**config.mk**
```make
export PLATFORM = sky130hd
export DESIGN_NAME = rpfa_addr_unit
export DESIGN_NICKNAME = d
export VERILOG_FILES = /design/src/rtl/rpfa_pkg.sv /design/src/rtl/rpfa_addr_unit.sv
export SDC_FILE = /design/constraint.sdc
export NUM_CORES = 1
export LEC_CHECK = 0
export ABC_AREA = 1
export BUFFER_PORTS_ARGS = -buffer_cell sky130_fd_sc_hd__buf_2
export CAP_MARGIN = 40
export CORE_MARGIN = 5
export CORE_UTILIZATION = 23
export DETAILED_ROUTE_END_ITERATION = 8
export GPL_TIMING_DRIVEN = 0
export PLACE_DENSITY_LB_ADDON = 0.12
export SYNTH_ARGS = -nofsm -noshare
export SYNTH_HDL_FRONTEND = slang
export SYNTH_SLANG_ARGS = --single-unit
```
**constraint.sdc**
```tcl
create_clock -name vclk -period 8.46
set_clock_uncertainty 0.15 [all_clocks]
set_input_delay 2.115 -clock vclk [all_inputs]
set_output_delay 2.115 -clock vclk [all_outputs]
set_load 0.02 [all_outputs]
```
**src/rtl/rpfa_pkg.sv**
```systemverilog
package rpfa_pkg;

    // Geometry of the managed region. NUM_PAGES must be a power of two.
    localparam int NUM_PAGES  = 32768;
    localparam int PAGE_BYTES = 4096;
    localparam int COUNT_BITS = 8;

    localparam int ADDR_W     = 32;
    localparam int IDX_BITS   = $clog2(NUM_PAGES);
    localparam int OFF_BITS   = $clog2(PAGE_BYTES);
    localparam int DEPTH_BITS = IDX_BITS + 1;
    localparam int TAKEN_BITS = IDX_BITS + 1;

    // Wide enough for rounded-up addresses and for ram_base plus the full page span.
    localparam int EXT_W = ((ADDR_W > IDX_BITS + OFF_BITS) ? ADDR_W : IDX_BITS + OFF_BITS) + 1;

    localparam logic [COUNT_BITS-1:0] COUNT_MAX = '1;

    typedef enum logic [1:0] {
        OP_ALLOC  = 2'd0,
        OP_FREE   = 2'd1,
        OP_ADDREF = 2'd2,
        OP_READ   = 2'd3
    } t_opcode;

    typedef enum logic [2:0] {
        ST_OK       = 3'd0,
        ST_OOM      = 3'd1,
        ST_BADADDR  = 3'd2,
        ST_NOTALLOC = 3'd3,
        ST_OVERFLOW = 3'd4
    } t_status;

    typedef enum logic [1:0] {
        CFG_RAM_BASE   = 2'd0,
        CFG_FIRST_FREE = 2'd1,
        CFG_RAM_TOP    = 2'd2
    } t_cfg_idx;

    typedef enum logic [2:0] {
        S_CLEAR,
        S_IDLE,
        S_DECODE,
        S_POP,
        S_FRESH,
        S_FRESH_IDX,
        S_READ
    } t_state;

    typedef struct packed {
        logic                ok;
        logic [IDX_BITS-1:0] idx;
    } t_addr_chk;

    typedef struct packed {
        logic [EXT_W-1:0] lo;
        logic [EXT_W-1:0] hi;
    } t_geom;

endpackage

```
**src/rtl/rpfa_addr_unit.sv**
```systemverilog
module rpfa_addr_unit
    import rpfa_pkg::*;
(
    input  logic [ADDR_W-1:0] i_phys_addr,
    input  logic [ADDR_W-1:0] i_ram_base,
    input  logic [ADDR_W-1:0] i_first_free,
    input  logic [ADDR_W-1:0] i_ram_top,
    output t_addr_chk         o_chk,
    output t_geom             o_geom
);

    localparam logic [EXT_W-1:0] PAGE_MASK = EXT_W'(PAGE_BYTES - 1);
    localparam logic [EXT_W-1:0] SPAN_MAX  = EXT_W'(NUM_PAGES) << OFF_BITS;

    logic [EXT_W-1:0] diff;
    logic             aligned;
    logic             in_range;
    logic             off_ok;
    logic [EXT_W-1:0] ffa_up;
    logic [EXT_W-1:0] base_up;
    logic [EXT_W-1:0] lim;
    logic [EXT_W-1:0] hi_raw;

    // Address check for free, add reference and read.
    assign aligned  = (i_phys_addr[OFF_BITS-1:0] == '0);
    assign in_range = (i_phys_addr >= i_first_free) && (i_phys_addr < i_ram_top) &&
                      (i_phys_addr >= i_ram_base);
    assign diff     = EXT_W'(i_phys_addr) - EXT_W'(i_ram_base);
    assign off_ok   = (diff[EXT_W-1:OFF_BITS+IDX_BITS] == '0);

    assign o_chk.ok  = aligned && in_range && off_ok;
    assign o_chk.idx = diff[OFF_BITS +: IDX_BITS];

    // Bounds of the never-used region, both on page boundaries.
    assign ffa_up  = (EXT_W'(i_first_free) + PAGE_MASK) & ~PAGE_MASK;
    assign base_up = (EXT_W'(i_ram_base) + PAGE_MASK) & ~PAGE_MASK;
    assign lim     = EXT_W'(i_ram_base) + SPAN_MAX;
    assign hi_raw  = (lim < EXT_W'(i_ram_top)) ? lim : EXT_W'(i_ram_top);

    assign o_geom.lo = (base_up > ffa_up) ? base_up : ffa_up;
    assign o_geom.hi = hi_raw & ~PAGE_MASK;

endmodule

```
---- After elaboration in Yosys (flattened, before gate mapping) ----
Cells that the tools add are included.
cells by class
  $add $sub $neg .......................... 4
  bitwise operators ....................... 0
  muxes and demuxes ....................... 2
  magnitude comparators ................... 5
  multiply operators ...................... 0
  eq/ne operators ......................... 0
  reduce and logical (&&, ||, !) cells .... 6
  div/mod/pow operators ................... 0
  shift-type cells ........................ 0
operators with widths
  kind                      count
  $add A32 B12 Y33 const B  2
  $mux W33                  2
  $ge A32 B32 Y1            2
  $add A32 B28 Y33 const B  1
  $gt A33 B33 Y1            1
  $lt A33 B32 Y1            1
  $sub A32 B32 Y33          1
  $lt A32 B32 Y1            1
  $logic_not A12 Y1         1
  $logic_not A6 Y1          1
  $logic_and A1 B1 Y1       4
storage, ports and cells
  memory bits (writable) .................. 0
  flip-flop bits (word level) ............. 0
  bits in read-only memories .............. 0
  output and inout port bits .............. 82
  memories kept ........................... 0
  bits in latches ......................... 0

---- Longest topological paths before layout ----
  depth after elaboration ................. 5
  gate-level depth with buffers ........... 23
  mapped depth without buffers ............ 22

---- Least setup slack after synthesis ----
No wires, ideal clock.
  path kind ............................... input to output
  from .................................... in i_first_free[3]
  to ...................................... out o_geom[65] (netlist bit)
  data required time ...................... 6195 ps
  setup slack ............................. 1590 ps
  stages .................................. 19
  data arrival time ....................... 4605 ps
  cell sequence ........................... inv_1 -> nand2_1 -> nor3_1 -> nand2_1 -> nand2_1 -> inv_1 -> nand2_1 -> nor2_1 -> nand2_1 -> xor2_1 -> inv_1 -> ha_1 -> a21oi_1 -> o21ai_0 -> nand2_1 -> a31o_2 -> nand4_1 -> buf_2 -> o21ai_0
RTL lines
  element      line                 RTL
  from (decl)  rpfa_addr_unit.sv:6  input logic [ADDR_W-1:0] i_first_free,
  to (decl)    rpfa_addr_unit.sv:9  output t_geom o_geom

==> implementation parameters <==
Parameter                              Value

Global route
  Aggregate global routing overflow ... 0
  GRT Total Usage ... 16.9%
  Number of global-route vias before repair ... 7988
  Wire length of the first global-routing pass ... between 40 and 50 mm
  Number of antenna violations at the first check in global routing ... 10
  Maximum number of pins on one net before global-route repair ... 11

Synth
  Distinct cells, synth ... 41
  Number of instances in the synthesized netlist ... 1244
  Yosys top cell area share ... 26.8%
  Leading cell types by total area after synthesis ... sky130_fd_sc_hd__ha_1 (27%), sky130_fd_sc_hd__nand2_1 (21%), sky130_fd_sc_hd__inv_1 (13%), sky130_fd_sc_hd__nor2_1 (6.1%), sky130_fd_sc_hd__a21oi_1 (5.7%)
  Average cell area after synthesis ... between 5 and 6 um^2
  Cell type with the largest total area after synthesis ... sky130_fd_sc_hd__ha_1
  Synth Cell Area ... around 0.0069 mm^2
  Share of the yosys chip area belonging to registers ... 0%
  Number of warning messages in the yosys log ... 0

Floorplanning
  Die Span Y ... between 150 and 200 um
  Horizontal die dimension ... 183 um
  Number of standard-cell rows in the floorplan ... 63
  Placeable Area ... 0.0296 mm^2
  Boundary pin count ... 210
  Effective utilization at floorplan ... 23.3%
  Die Area ... around 0.034 mm^2

Timing
  Unrepaired setup endpoints after global routing ... no
  Worst slew margin relative to its limit ... 59.3%
  Worst Hold Margin ... 4.42 ns
  Final worst path period need ... 7.98 ns
  Total setup violations reported at the end of the flow ... 0
  Achievable Freq ... 125 MHz
  Final Max Slew Viols ... 0
  Transition time of the tightest slew-check pin ... ~0.60 ns
  Final worst-path cycle share ... 94.3%
  Setup TNS after final layout ... 0 ns
  Final number of hold-violating endpoints ... 0

Job
  Maximum capacitance violations ... 0

Setup path
  Most numerous cell on the critical path ... sky130_fd_sc_hd__nand2_1
  Crit path largest cell delay ... 0.41 ns
  Highest fanout seen on the critical path ... 10
  Critical Path Source Type ... input pin
  Critical path start-end classification ... in -> out
  Worst path cell trace ... buf_2 > inv_1 > nand2_1 > nor3_1 > nand2_1 > nand2_1 > nor2_1 > nand3_1 > xor2_1 > inv_1 > ha_1 > nand2_1 > nor2_1 > nand4_1 > nor4_2 > nand2_1 > nand4_1 > buf_2 > nand4_1 > nand2_1 > buf_2
  Worst path arrival time ... 5.71 ns
  Crit end category ... primary output
  Worst endpoint required time ... between 6 and 7 ns
  Max stage delay cell, worst path ... sky130_fd_sc_hd__nor3_1

Power and ir drop
  Areal power density over the cells ... 67.8 mW/mm^2
  Power consumption ... 0.571 mW
  IR drop worst, VDD ... 29.0 uV
  Leak Pwr ... 5.11 nW

Min path
  Class of the tightest hold or removal check ... in -> out

Place
  Routability cong. ... 0.941
  Final HPWL DP ... 27.3 mm
  Count of input and output buffers ... around 190
  Number of cells after detailed placement ... 1843

Routing
  Number of nets still failing antenna checks after routing ... 0
  Via count ... 8198
  Via density ... 4.44
  Average wire per standard cell ... between 15 and 20 um
  DRC violation count after routing ... 0
  Final WL ... 29.6 mm
  DRC violation total after the first TritonRoute iteration ... 580
  Detailed Routing Iterations Pass 1 ... 5

CTS
  Number of resized instances in the post-cts repair step ... 0
  Setup repair bufs after CTS ... 0
  CTS hold repair buffers ... 0

Layout
  Final Net Count ... 1731
  Multi-input combinational cell area ... just under 0.006 mm^2
  # fillers ... 3555
  Final core area utilization ... 28.4%
  Synthesis-to-layout area growth ... 22.0%
  Share of cells above drive strength 1 ... 17.3%
  Post-route non-filler standard cell count ... 1847
  Number of clock buffers in the layout ... 0
  Num sequential ... 0
  Register cell area after layout ... 0 um^2

Run status
  Run status ... finished clean
-- critical path, delay by kind of cell --
kind          cells  cell delay, ns
xor+xnor          1            0.24
buf+inv           5            0.73
fa+ha+maj         1            0.28
simple gates     14            2.35
-- metrics by stage --
step	instance area [um^2]	setup slack [ns]
2_1_floorplan	7000	1.59
3_3_place_gp	8410	0.388
3_5_place_dp	8410	0.403
4_1_cts	8410	0.405
5_1_grt	8420	0.0310
6_report	8430	0.484
-- layout by cell type, fill, tap and decap left out, types with 2 or more instances in the layout --
| cell type | Yosys | routed |
|---|---|---|
| sky130_fd_sc_hd__diode_2 | 0 | 4 |
| sky130_fd_sc_hd__buf_2 | 4 | 189 |
| sky130_fd_sc_hd__nor4_1 | 10 | 10 |
| sky130_fd_sc_hd__buf_6 | 3 | 3 |
| sky130_fd_sc_hd__xnor2_1 | 6 | 6 |
| sky130_fd_sc_hd__buf_4 | 25 | 25 |
| sky130_fd_sc_hd__o21bai_1 | 6 | 6 |
| sky130_fd_sc_hd__o21a_1 | 3 | 3 |
| sky130_fd_sc_hd__a31oi_1 | 7 | 7 |
| sky130_fd_sc_hd__nand4_2 | 2 | 2 |
| sky130_fd_sc_hd__clkbuf_1 | 2 | 2 |
| sky130_fd_sc_hd__nor2_2 | 2 | 2 |
| sky130_fd_sc_hd__and2_1 | 2 | 2 |
| sky130_fd_sc_hd__o21ai_2 | 17 | 17 |
| sky130_fd_sc_hd__ha_1 | 148 | 148 |
| sky130_fd_sc_hd__conb_1 | 1 | 25 |
| sky130_fd_sc_hd__nand3_1 | 60 | 60 |
| sky130_fd_sc_hd__a21o_1 | 4 | 4 |
| sky130_fd_sc_hd__o21ai_0 | 28 | 28 |
| sky130_fd_sc_hd__nand2_1 | 386 | 386 |
| sky130_fd_sc_hd__nand3b_1 | 3 | 3 |
| sky130_fd_sc_hd__nor3_1 | 19 | 18 |
| sky130_fd_sc_hd__inv_1 | 236 | 236 |
| sky130_fd_sc_hd__nand4_1 | 26 | 26 |
| sky130_fd_sc_hd__a21oi_1 | 79 | 79 |
| sky130_fd_sc_hd__xor2_1 | 34 | 34 |
| sky130_fd_sc_hd__nor3_2 | 3 | 4 |
| sky130_fd_sc_hd__and3_1 | 2 | 2 |
| sky130_fd_sc_hd__nor2_1 | 113 | 113 |
-- Yosys cell counts, drive strengths merged --
master  instances
a211oi          1
a21o            4
a21oi          80
a31o            1
a31oi           7
and2            2
and3            2
buf            32
clkbuf          2
conb            1
ha            148
inv           237
nand2         387
nand3          62
nand3b          3
nand4          28
nor2          116
nor3           22
nor3b           1
nor4           12
o211ai          1
o21a            3
o21ai          46
o21bai          6
xnor2           6
xor2           34
-- report_power, final --
| group | switching, mW | internal (mW) | leakage, nW | total (mW) |
|---|---|---|---|---|
| registers | 0 | 0 | 0 | 0 |
| logic | 0.374 | 0.197 | 5.11 | 0.571 |
| clock network | 0 | 0.0000000633 | 0.0000254 | 0.0000000633 |
| total | 0.374 | 0.197 | 5.11 | 0.571 |
-- kinds of logic (layout without fill, tap and decap cells) --
logic type / count (synthesis) / in the layout / share of synthesized area (%)
AO/OA/AOI/OAI: 149 / 149 / 12.6
XOR/XNOR: 40 / 40 / 5.07
adder cells (fa/ha/maj): 148 / 148 / 26.8
buffers and inverters: 271 / 456 / 16.5
other: 1 / 29 / 0.0543
AND/OR/NAND/NOR: 635 / 635 / 39.0
-- routing by layer --
metal,GRT usage [%],vias up,share of wire [%],wire length [um]
li1,-,4363,-,-
met1,24.2,3537,48,14200
met3,3.15,31,7.3,2160
met4,2.06,14,1.4,411
met5,0,-,0.32,94
met2,27.2,253,43,12800
-- worst paths after layout --
| path | start | end | slack, ns | depth (start not counted) |
|---|---|---|---|---|
| hold / removal | i_ram_top[23] | o_geom[23] | 4.42 | 4 |
| setup / recovery | i_ram_base[3] | o_geom[45] | 0.48 | 21 |
-- final cells by class --
cell class / instances / area share (%)
repair buffers: 185 / 11.0
well taps: 390 / 5.79
inverters: 237 / 10.6
plain buffers: 34 / 2.95
multi-input cells: 997 / 69.6
diodes: 4 / 0.119
Power figures use the tool's default switching activity.
